**src/hw/rtl/rcfe_pkg.sv**
```systemverilog
`timescale 1ns / 1ps

package rcfe_pkg;

   localparam int MAX_DIM    = 4096;
   localparam int MAX_STRIDE = 8192;

   localparam int POS_W    = $clog2(MAX_DIM);
   localparam int DIM_W    = $clog2(MAX_DIM + 1);
   localparam int STRIDE_W = $clog2(MAX_STRIDE + 1);
   localparam int ADDR_W   = 25;
   localparam int PIX_W    = 32;
   localparam int SHIFT_W  = 5;
   localparam int FIELD_W  = 16;
   localparam int COLOR_W  = 8;
   localparam int CLIP_W   = FIELD_W + 2;
   localparam int PROD_W   = POS_W + STRIDE_W;

   localparam int CSR_INDEX_W   = 3;
   localparam int CSR_DATA_W    = 16;
   localparam int CSR_DIM_BITS  = 13;
   localparam int CSR_STR_BITS  = 14;

   localparam int REQ_DATA_W = 96;
   localparam int RSP_DATA_W = 64;

   localparam logic [CSR_INDEX_W-1:0] CSR_ENABLE        = 3'd0;
   localparam logic [CSR_INDEX_W-1:0] CSR_SCREEN_WIDTH  = 3'd1;
   localparam logic [CSR_INDEX_W-1:0] CSR_SCREEN_HEIGHT = 3'd2;
   localparam logic [CSR_INDEX_W-1:0] CSR_ROW_STRIDE    = 3'd3;
   localparam logic [CSR_INDEX_W-1:0] CSR_RED_POS       = 3'd4;
   localparam logic [CSR_INDEX_W-1:0] CSR_GREEN_POS     = 3'd5;
   localparam logic [CSR_INDEX_W-1:0] CSR_BLUE_POS      = 3'd6;

   localparam logic REQ_DRAW    = 1'b0;
   localparam logic REQ_ADVANCE = 1'b1;

   localparam logic [1:0] OP_PIXEL = 2'd0;
   localparam logic [1:0] OP_HSPAN = 2'd1;
   localparam logic [1:0] OP_VSPAN = 2'd2;
   localparam logic [1:0] OP_RECT  = 2'd3;

   localparam logic [DIM_W-1:0]    RESET_SCREEN_WIDTH  = DIM_W'(640);
   localparam logic [DIM_W-1:0]    RESET_SCREEN_HEIGHT = DIM_W'(480);
   localparam logic [STRIDE_W-1:0] RESET_ROW_STRIDE    = STRIDE_W'(640);
   localparam logic [SHIFT_W-1:0]  RESET_RED_POS       = SHIFT_W'(16);
   localparam logic [SHIFT_W-1:0]  RESET_GREEN_POS     = SHIFT_W'(8);
   localparam logic [SHIFT_W-1:0]  RESET_BLUE_POS      = SHIFT_W'(0);

   typedef struct packed {
      logic                       enable;
      logic [DIM_W-1:0]           screen_width;
      logic [DIM_W-1:0]           screen_height;
      logic [STRIDE_W-1:0]        row_stride;
      logic [SHIFT_W-1:0]         red_pos;
      logic [SHIFT_W-1:0]         green_pos;
      logic [SHIFT_W-1:0]         blue_pos;
   } cfg_type;

   typedef struct packed {
      logic                       req_type;
      logic [1:0]                 draw_op;
      logic signed [FIELD_W-1:0]  origin_x;
      logic signed [FIELD_W-1:0]  origin_y;
      logic signed [FIELD_W-1:0]  span_width;
      logic signed [FIELD_W-1:0]  span_height;
      logic [COLOR_W-1:0]         red;
      logic [COLOR_W-1:0]         green;
      logic [COLOR_W-1:0]         blue;
   } cmd_type;

   typedef struct packed {
      logic                       is_draw;
      logic                       keep;
      logic [POS_W-1:0]           x;
      logic [POS_W-1:0]           y;
      logic [DIM_W-1:0]           w;
      logic [DIM_W-1:0]           h;
      logic [PIX_W-1:0]           pixel;
   } prep_type;

   typedef struct packed {
      logic                       is_draw;
      logic                       keep;
      logic [ADDR_W-1:0]          addr;
      logic [DIM_W-1:0]           w;
      logic [DIM_W-1:0]           h;
      logic [PIX_W-1:0]           pixel;
   } job_type;

   typedef struct packed {
      logic signed [CLIP_W-1:0]   pos;
      logic signed [CLIP_W-1:0]   len;
   } axis_type;

   function automatic logic [DIM_W-1:0] sat_dim(input logic [CSR_DIM_BITS-1:0] v);
      if (32'(v) > 32'(MAX_DIM)) begin
         return DIM_W'(MAX_DIM);
      end
      return DIM_W'(v);
   endfunction

   function automatic logic [STRIDE_W-1:0] sat_stride(input logic [CSR_STR_BITS-1:0] v);
      if (32'(v) > 32'(MAX_STRIDE)) begin
         return STRIDE_W'(MAX_STRIDE);
      end
      return STRIDE_W'(v);
   endfunction

endpackage

```
**src/hw/rtl/clipped_rect_fill_engine_top.sv**
```systemverilog
`timescale 1ns / 1ps

// Solid-fill engine: a transaction with tuser 0 loads a draw command (when enabled,
// idle and non-empty on screen), which is clipped to the screen and turned into a start
// word offset; each later transaction with tuser 1 yields one framebuffer write while
// a shape is active, walking the shape row by row. The engine takes one transaction
// per cycle and returns one write per cycle while the write output is not stalled,
// and each write passes through the input register, the clip and colour pack
// register, the row-stride multiplier register and the walker's output register.
// Configuration registers take effect for transactions taken after the write and
// should be changed only while no transaction is in flight.

module clipped_rect_fill_engine_top
   import rcfe_pkg::*;
(
   input  logic                   clock,
   input  logic                   reset,
   input  logic                   req_tvalid,
   output logic                   req_tready,
   // draw_op, origin_x, origin_y, span_width, span_height, red, green, blue, zero fill
   input  logic [REQ_DATA_W-1:0]  req_tdata,
   // req_type
   input  logic [0:0]             req_tuser,
   output logic                   rsp_tvalid,
   input  logic                   rsp_tready,
   // word_offset, pixel_word, zero fill
   output logic [RSP_DATA_W-1:0]  rsp_tdata,
   output logic                   rsp_tlast,
   input  logic                   csr_valid,
   output logic                   csr_ready,
   input  logic [CSR_INDEX_W-1:0] csr_index,
   input  logic [CSR_DATA_W-1:0]  csr_wdata
);

   cfg_type           cfg_ff, cfg_in;
   cmd_type           cmd;
   logic              clip_valid, clip_ready;
   prep_type          clip_prep;
   logic              addr_valid, addr_ready;
   job_type           addr_job;
   logic [ADDR_W-1:0] rsp_offset;
   logic [PIX_W-1:0]  rsp_pixel;

   assign csr_ready = 1'b1;

   always_comb begin
      cfg_in = cfg_ff;
      if (csr_valid) begin
         unique case (csr_index)
            CSR_ENABLE:        cfg_in.enable        = csr_wdata[0];
            CSR_SCREEN_WIDTH:  cfg_in.screen_width  = sat_dim(csr_wdata[CSR_DIM_BITS-1:0]);
            CSR_SCREEN_HEIGHT: cfg_in.screen_height = sat_dim(csr_wdata[CSR_DIM_BITS-1:0]);
            CSR_ROW_STRIDE:    cfg_in.row_stride    = sat_stride(csr_wdata[CSR_STR_BITS-1:0]);
            CSR_RED_POS:       cfg_in.red_pos       = csr_wdata[SHIFT_W-1:0];
            CSR_GREEN_POS:     cfg_in.green_pos     = csr_wdata[SHIFT_W-1:0];
            CSR_BLUE_POS:      cfg_in.blue_pos      = csr_wdata[SHIFT_W-1:0];
            default:           cfg_in = cfg_ff;
         endcase
      end
   end

   always_ff @(posedge clock) begin
      if (reset) begin
         cfg_ff.enable        <= 1'b0;
         cfg_ff.screen_width  <= RESET_SCREEN_WIDTH;
         cfg_ff.screen_height <= RESET_SCREEN_HEIGHT;
         cfg_ff.row_stride    <= RESET_ROW_STRIDE;
         cfg_ff.red_pos       <= RESET_RED_POS;
         cfg_ff.green_pos     <= RESET_GREEN_POS;
         cfg_ff.blue_pos      <= RESET_BLUE_POS;
      end else begin
         cfg_ff <= cfg_in;
      end
   end

   always_comb begin
      cmd.req_type    = req_tuser[0];
      cmd.draw_op     = req_tdata[1:0];
      cmd.origin_x    = req_tdata[17:2];
      cmd.origin_y    = req_tdata[33:18];
      cmd.span_width  = req_tdata[49:34];
      cmd.span_height = req_tdata[65:50];
      cmd.red         = req_tdata[73:66];
      cmd.green       = req_tdata[81:74];
      cmd.blue        = req_tdata[89:82];
   end

   rcfe_clip u_clip (
      .clock     (clock),
      .reset     (reset),
      .cfg       (cfg_ff),
      .in_valid  (req_tvalid),
      .in_ready  (req_tready),
      .in_cmd    (cmd),
      .out_valid (clip_valid),
      .out_ready (clip_ready),
      .out_prep  (clip_prep)
   );

   rcfe_addr u_addr (
      .clock      (clock),
      .reset      (reset),
      .row_stride (cfg_ff.row_stride),
      .in_valid   (clip_valid),
      .in_ready   (clip_ready),
      .in_prep    (clip_prep),
      .out_valid  (addr_valid),
      .out_ready  (addr_ready),
      .out_job    (addr_job)
   );

   rcfe_walk u_walk (
      .clock      (clock),
      .reset      (reset),
      .enable     (cfg_ff.enable),
      .row_stride (cfg_ff.row_stride),
      .in_valid   (addr_valid),
      .in_ready   (addr_ready),
      .in_job     (addr_job),
      .rsp_valid  (rsp_tvalid),
      .rsp_ready  (rsp_tready),
      .rsp_offset (rsp_offset),
      .rsp_pixel  (rsp_pixel),
      .rsp_last   (rsp_tlast)
   );

   assign rsp_tdata = {(RSP_DATA_W - ADDR_W - PIX_W)'(0), rsp_pixel, rsp_offset};

endmodule

```
**src/hw/rtl/rcfe_clip.sv**
```systemverilog
`timescale 1ns / 1ps

module rcfe_clip
   import rcfe_pkg::*;
(
   input  logic     clock,
   input  logic     reset,
   input  cfg_type  cfg,
   input  logic     in_valid,
   output logic     in_ready,
   input  cmd_type  in_cmd,
   output logic     out_valid,
   input  logic     out_ready,
   output prep_type out_prep
);

   logic     s0_valid_ff, s0_valid_in;
   cmd_type  cmd_ff;
   logic     s1_valid_ff, s1_valid_in;
   prep_type prep_ff, prep_in;
   logic     s1_ready;

   logic signed [CLIP_W-1:0] len_x, len_y;
   axis_type ax_x, ax_y;

   function automatic axis_type clip_axis(input logic signed [CLIP_W-1:0] pos,
                                          input logic signed [CLIP_W-1:0] len,
                                          input logic signed [CLIP_W-1:0] lim);
      axis_type r;
      r.pos = pos;
      r.len = len;
      if (pos < 0) begin
         r.len = len + pos;
         r.pos = '0;
      end
      if (r.pos + r.len > lim) begin
         r.len = lim - r.pos;
      end
      return r;
   endfunction

   assign s1_ready = !s1_valid_ff || out_ready;
   assign in_ready = !s0_valid_ff || s1_ready;

   assign s0_valid_in = in_ready ? in_valid : s0_valid_ff;
   assign s1_valid_in = s1_ready ? s0_valid_ff : s1_valid_ff;

   always_comb begin
      len_x = CLIP_W'(1);
      len_y = CLIP_W'(1);
      if (cmd_ff.draw_op == OP_HSPAN || cmd_ff.draw_op == OP_RECT) begin
         len_x = CLIP_W'(cmd_ff.span_width);
      end
      if (cmd_ff.draw_op == OP_VSPAN || cmd_ff.draw_op == OP_RECT) begin
         len_y = CLIP_W'(cmd_ff.span_height);
      end
      ax_x = clip_axis(CLIP_W'(cmd_ff.origin_x), len_x,
                       signed'(CLIP_W'(cfg.screen_width)));
      ax_y = clip_axis(CLIP_W'(cmd_ff.origin_y), len_y,
                       signed'(CLIP_W'(cfg.screen_height)));

      prep_in.is_draw = (cmd_ff.req_type == REQ_DRAW);
      prep_in.keep    = (ax_x.len > 0) && (ax_y.len > 0);
      prep_in.x       = ax_x.pos[POS_W-1:0];
      prep_in.y       = ax_y.pos[POS_W-1:0];
      prep_in.w       = ax_x.len[DIM_W-1:0];
      prep_in.h       = ax_y.len[DIM_W-1:0];
      prep_in.pixel   = (PIX_W'(cmd_ff.red)   << cfg.red_pos)
                      | (PIX_W'(cmd_ff.green) << cfg.green_pos)
                      | (PIX_W'(cmd_ff.blue)  << cfg.blue_pos);
   end

   always_ff @(posedge clock) begin
      if (reset) begin
         s0_valid_ff <= 1'b0;
         s1_valid_ff <= 1'b0;
      end else begin
         s0_valid_ff <= s0_valid_in;
         s1_valid_ff <= s1_valid_in;
      end
      if (in_ready) begin
         cmd_ff <= in_cmd;
      end
      if (s1_ready) begin
         prep_ff <= prep_in;
      end
   end

   assign out_valid = s1_valid_ff;
   assign out_prep  = prep_ff;

endmodule

```
**src/hw/rtl/rcfe_addr.sv**
```systemverilog
`timescale 1ns / 1ps

module rcfe_addr
   import rcfe_pkg::*;
(
   input  logic                clock,
   input  logic                reset,
   input  logic [STRIDE_W-1:0] row_stride,
   input  logic                in_valid,
   output logic                in_ready,
   input  prep_type            in_prep,
   output logic                out_valid,
   input  logic                out_ready,
   output job_type             out_job
);

   logic              valid_ff, valid_in;
   job_type           job_ff, job_in;
   logic [PROD_W-1:0] prod;

   assign in_ready = !valid_ff || out_ready;
   assign valid_in = in_ready ? in_valid : valid_ff;

   always_comb begin
      prod           = PROD_W'(in_prep.y) * PROD_W'(row_stride);
      job_in.is_draw = in_prep.is_draw;
      job_in.keep    = in_prep.keep;
      job_in.addr    = ADDR_W'(prod + PROD_W'(in_prep.x));
      job_in.w       = in_prep.w;
      job_in.h       = in_prep.h;
      job_in.pixel   = in_prep.pixel;
   end

   always_ff @(posedge clock) begin
      if (reset) begin
         valid_ff <= 1'b0;
      end else begin
         valid_ff <= valid_in;
      end
      if (in_ready) begin
         job_ff <= job_in;
      end
   end

   assign out_valid = valid_ff;
   assign out_job   = job_ff;

endmodule

```
**src/hw/rtl/rcfe_walk.sv**
```systemverilog
`timescale 1ns / 1ps

module rcfe_walk
   import rcfe_pkg::*;
(
   input  logic                clock,
   input  logic                reset,
   input  logic                enable,
   input  logic [STRIDE_W-1:0] row_stride,
   input  logic                in_valid,
   output logic                in_ready,
   input  job_type             in_job,
   output logic                rsp_valid,
   input  logic                rsp_ready,
   output logic [ADDR_W-1:0]   rsp_offset,
   output logic [PIX_W-1:0]    rsp_pixel,
   output logic                rsp_last
);

   logic              busy_ff, busy_in;
   logic [ADDR_W-1:0] cur_ff, cur_in;
   logic [ADDR_W-1:0] row_ff, row_in;
   logic [DIM_W-1:0]  cols_left_ff, cols_left_in;
   logic [DIM_W-1:0]  cols_row_ff, cols_row_in;
   logic [DIM_W-1:0]  rows_left_ff, rows_left_in;
   logic [PIX_W-1:0]  pixel_ff, pixel_in;
   logic              rsp_valid_ff, rsp_valid_in;
   logic [ADDR_W-1:0] rsp_offset_ff;
   logic [PIX_W-1:0]  rsp_pixel_ff;
   logic              rsp_last_ff;
   logic              take, out_load, last;

   assign in_ready = !rsp_valid_ff || rsp_ready;
   assign take     = in_valid && in_ready;
   assign last     = (cols_left_ff <= DIM_W'(1)) && (rows_left_ff <= DIM_W'(1));

   always_comb begin
      busy_in      = busy_ff;
      cur_in       = cur_ff;
      row_in       = row_ff;
      cols_left_in = cols_left_ff;
      cols_row_in  = cols_row_ff;
      rows_left_in = rows_left_ff;
      pixel_in     = pixel_ff;
      out_load     = 1'b0;
      if (take) begin
         if (in_job.is_draw) begin
            if (enable && !busy_ff && in_job.keep) begin
               busy_in      = 1'b1;
               cur_in       = in_job.addr;
               row_in       = in_job.addr;
               cols_left_in = in_job.w;
               cols_row_in  = in_job.w;
               rows_left_in = in_job.h;
               pixel_in     = in_job.pixel;
            end
         end else if (busy_ff) begin
            out_load = 1'b1;
            if (last) begin
               busy_in      = 1'b0;
               cols_left_in = '0;
               rows_left_in = '0;
            end else if (cols_left_ff > DIM_W'(1)) begin
               cols_left_in = cols_left_ff - DIM_W'(1);
               cur_in       = cur_ff + ADDR_W'(1);
            end else begin
               rows_left_in = rows_left_ff - DIM_W'(1);
               row_in       = row_ff + ADDR_W'(row_stride);
               cur_in       = row_ff + ADDR_W'(row_stride);
               cols_left_in = cols_row_ff;
            end
         end
      end
      rsp_valid_in = out_load || (rsp_valid_ff && !rsp_ready);
   end

   always_ff @(posedge clock) begin
      if (reset) begin
         busy_ff      <= 1'b0;
         cur_ff       <= '0;
         row_ff       <= '0;
         cols_left_ff <= '0;
         cols_row_ff  <= '0;
         rows_left_ff <= '0;
         pixel_ff     <= '0;
         rsp_valid_ff <= 1'b0;
      end else begin
         busy_ff      <= busy_in;
         cur_ff       <= cur_in;
         row_ff       <= row_in;
         cols_left_ff <= cols_left_in;
         cols_row_ff  <= cols_row_in;
         rows_left_ff <= rows_left_in;
         pixel_ff     <= pixel_in;
         rsp_valid_ff <= rsp_valid_in;
      end
      if (out_load) begin
         rsp_offset_ff <= cur_ff;
         rsp_pixel_ff  <= pixel_ff;
         rsp_last_ff   <= last;
      end
   end

   assign rsp_valid  = rsp_valid_ff;
   assign rsp_offset = rsp_offset_ff;
   assign rsp_pixel  = rsp_pixel_ff;
   assign rsp_last   = rsp_last_ff;

   a_busy_counts: assert property (@(posedge clock) disable iff (reset)
      busy_ff |-> (cols_left_ff != '0 && rows_left_ff != '0))
      else $error("busy with an empty column or row count");

   a_cols_bound: assert property (@(posedge clock) disable iff (reset)
      busy_ff |-> (cols_left_ff <= cols_row_ff))
      else $error("column count exceeds the clipped width");

   a_last_ends: assert property (@(posedge clock) disable iff (reset)
      (out_load && last) |=> !busy_ff)
      else $error("engine still busy after the final write");

   a_rsp_source: assert property (@(posedge clock) disable iff (reset)
      $rose(rsp_valid_ff) |-> $past(busy_ff))
      else $error("result produced while idle");

endmodule

```
**config.mk**
```make
export PLATFORM = sky130hd
export DESIGN_NAME = clipped_rect_fill_engine_top
export DESIGN_NICKNAME = d
export VERILOG_FILES = /design/src/hw/rtl/rcfe_pkg.sv /design/src/hw/rtl/clipped_rect_fill_engine_top.sv /design/src/hw/rtl/rcfe_clip.sv /design/src/hw/rtl/rcfe_addr.sv /design/src/hw/rtl/rcfe_walk.sv
export SDC_FILE = /design/constraint.sdc
export NUM_CORES = 1
export LEC_CHECK = 0
export ABC_AREA = 1
export BUFFER_PORTS_ARGS = -buffer_cell sky130_fd_sc_hd__buf_2
export CELL_PAD_IN_SITES_DETAIL_PLACEMENT = 0
export CELL_PAD_IN_SITES_GLOBAL_PLACEMENT = 1
export CORE_MARGIN = 2
export CORE_UTILIZATION = 35
export CTS_CLUSTER_SIZE = 20
export DETAILED_ROUTE_END_ITERATION = 12
export PLACE_DENSITY = 0.7
export SYNTH_ARGS = -nofsm -noshare
export SYNTH_HDL_FRONTEND = slang
export SYNTH_SLANG_ARGS = --single-unit
```
**constraint.sdc**
```tcl
create_clock -name clock -period 13.63 [get_ports clock]
set_input_delay 3.4075 -clock clock [delete_from_list [all_inputs] [get_ports clock]]
set_output_delay 3.4075 -clock clock [all_outputs]
set_load 0.005 [all_outputs]
```
==> results.ini <==
[run_status]
status=finished clean

[global_routing]
antenna_found_initial=6
grt_max_degree=94
grt-ovfl-total=0
grt_pass1_wl_mm=137
grt_pass1_vias=24348
grt_usage=0.183

[synth]
synthAdderAreaFrac=0.162
synthCells=3828
synth.mux.area_fraction=0.00308
synth_most_common_cell=nand2_1
synthArstFlopShare=0
synth_cell_types=58
synth_edf_count=318
synth_top_family_by_area=simple AND/OR/NAND/NOR gates
synth_top_area_share=0.294
synth_sequential_area_ratio=0.407
synth_compound_area_frac=0.116
synth-main-ff-cell=edfxtp_1
synth_largest_area_cell=edfxtp_1
synthSimpleGateAreaFrac=0.190
yosys_register_bits=500
synth_xor_xnor_area_share=0.0372
avgSynthCellArea_um2=8.48
synthTopCellsByCount=860 x nand2_1, 552 x inv_1, 318 x edfxtp_1, 285 x o21ai_0, 272 x nor2_1
ys_warn_count=0
synthTopCellsByArea=edfxtp_1 29%, dfxtp_1 11%, nand2_1 9.9%, fa_1 8.5%, ha_1 7.8%
synth_area_mm2=0.0324

[job]
maxCapViolations=0

[timing]
rsz0062_at_grt=false
slew_viol_final=0
max_freq_mhz=113
hold_viol=0
worst_slew_pin_slew_ns=1.02
finalCriticalPeriod_ns=8.83
fin_tns_setup_ns=0
period_share=0.648
relSlewSlack=0.313
setup-violations-final=0
skew_ns=0.0290

[drt]
drc=0
vias_per_cell=4.81
vias=25176
dr.pass1.iters=6
drt_iter0_markers=1638
wirelength_mm=86.1
antenna_left=0
routedWlPerCell_um=16.5

[clock_network]
cts_resized=0
clockBufferDepth=3
clk_root_buffer_cell=clkbuf_16
clock_sinks=500
holdBufCountCts=0
post_cts_buffers=0
cts.clk_slew.worst_paths_ns=0.06
numCtsBuffers=55
clkLatencyLatePin_ns=0.63
htree_num_levels=2
cts_tree=done

[floorplan]
core-area_mm2=0.0918
fp.dieW_um=308
die_height_um=308
dieArea_mm2=0.0952
rows=111
io_pins=189
initial_utilization=0.353

[worst_hold_path]
hold_path_class=flop to flop

[pwr]
power_switching_mw=1.15
power.density_mw_per_mm2=111
internal-power_mw=2.89
power_mw=4.04
combPwrFrac=0.172
clkPwrFrac=0.378
switching_share=0.284
power.leakage_nw=16.8
ir_worst_vdd_v=0.0000963
p_seq_frac=0.450

[critical_path]
start_kind=input pin
endpoint_kind=output port
cp_max_fo=33
critPathRequiredTime_ns=10.22
critPathKind=input pin to output port
cp_data_arrival_time_ns=5.42

[place]
port_buffers=172
placed_area_mm2=0.0345
routabilityCongestion=0.887
hpwl_mm=65.5

[finish]
drive_gt1_frac=0.0903
fin_nets=4400
nFillCells=9364
areaGrowthSynthToFinish_pct=11.9
fin_area_mm2=0.0363
fin_util=0.395

[worst paths after layout]
kind	start	end	slack (ns)	depth (start not counted)
worst min-delay path	u_clip.out_prep[30]	u_addr.out_job[30]	0.39	0
worst min register to register	u_clip.out_prep[30]	u_addr.out_job[30]	0.39	0
worst max register to register	u_clip.cmd_ff[89]	u_clip.out_prep[82]	7.08	38
worst max-delay path	rsp_tready	req_tready	4.80	8
[power groups by stage]
stage / combinational, mW / clock (mW) / sequential [mW]
2_1_floorplan: 0.526 / 0 / 1.80
3_3_place_gp: 0.690 / 0 / 1.84
3_5_place_dp: 0.694 / 0 / 1.85
4_1_cts: 0.697 / 1.57 / 1.82
5_1_grt: 0.795 / 1.63 / 1.83
6_report: 0.695 / 1.53 / 1.82
[per-stage QoR]
step	cells	worst slack [ns]	hold slack [ns]
floorplan	3834	2.73	0.400
global placement	5127	4.72	0.401
detailed placement	5127	4.68	0.405
CTS	5230	4.69	0.407
global route	5230	4.57	0.415
finish	5232	4.80	0.395
[area by class of cell]
cell class              count  area [µm²]  share of cell area
multi-input cells        2628       16600               0.456
inverters                 561        2110              0.0582
well taps                1243        1560              0.0428
flip-flops and latches    500       13200               0.363
clock inverters            32         360             0.00993
clock buffers              71        1480              0.0407
repair buffers            195        1030              0.0285
diodes                      2        5.00            0.000138
[registers in the layout (all words and copies together), names as in the netlist]
| name | flops |
|---|---|
| u_walk.cur_ff | 25 |
| u_clip.cmd_ff | 91 |
| u_addr.out_valid | 1 |
| u_addr.out_job | 85 |
| u_walk.cols_left_ff | 13 |
| u_walk.row_ff | 25 |
| u_walk.rows_left_ff | 13 |
| u_clip.out_valid | 1 |
| u_clip.out_prep | 84 |
| cfg_ff | 56 |
| u_walk.cols_row_ff | 13 |
| u_walk.rsp_last | 1 |
| u_walk.pixel_ff | 32 |
| u_walk.rsp_offset | 25 |
| u_walk.busy_ff | 1 |
| u_walk.rsp_pixel | 32 |
| u_walk.rsp_valid | 1 |
| u_clip.s0_valid_ff | 1 |
[cell families after synthesis]
logic type	Yosys count
DFF	500
AOI/OAI and AO/OA	671
xor gates and xnor gates	138
other	2
adders and majority gates	338
muxes	10
buffers and inverters	706
and+or+nand+nor	1463
[placed cells by master (no fill, tap or decap), types with 45 or more instances in the layout]
cell / synthesis / layout
a21oi_1: 216 / 215
a31oi_1: 47 / 47
buf_2: 5 / 172
clkbuf_16: 0 / 56
dfxtp_1: 182 / 182
edfxtp_1: 318 / 318
fa_1: 137 / 137
ha_1: 201 / 201
inv_1: 552 / 549
nand2_1: 860 / 859
nand3_1: 193 / 193
nor2_1: 272 / 272
o21ai_0: 285 / 285
xnor2_1: 45 / 45
xor2_1: 93 / 93
[worst max-delay path, cell delays in order]
cell	delay, ns
buf_2	0.10
inv_1	0.04
nand2_1	0.08
nor2_1	0.13
clkinv_2	0.49
nor2_1	0.50
nand2_4	0.35
buf_2	0.26
[layer usage]
metal	track usage	share of wire
met5	0	0.00035
met4	0.0394	0.018
met3	0.0238	0.053
met2	0.293	0.45
met1	0.262	0.48
Note: power is estimated with default switching activity, not from simulation.
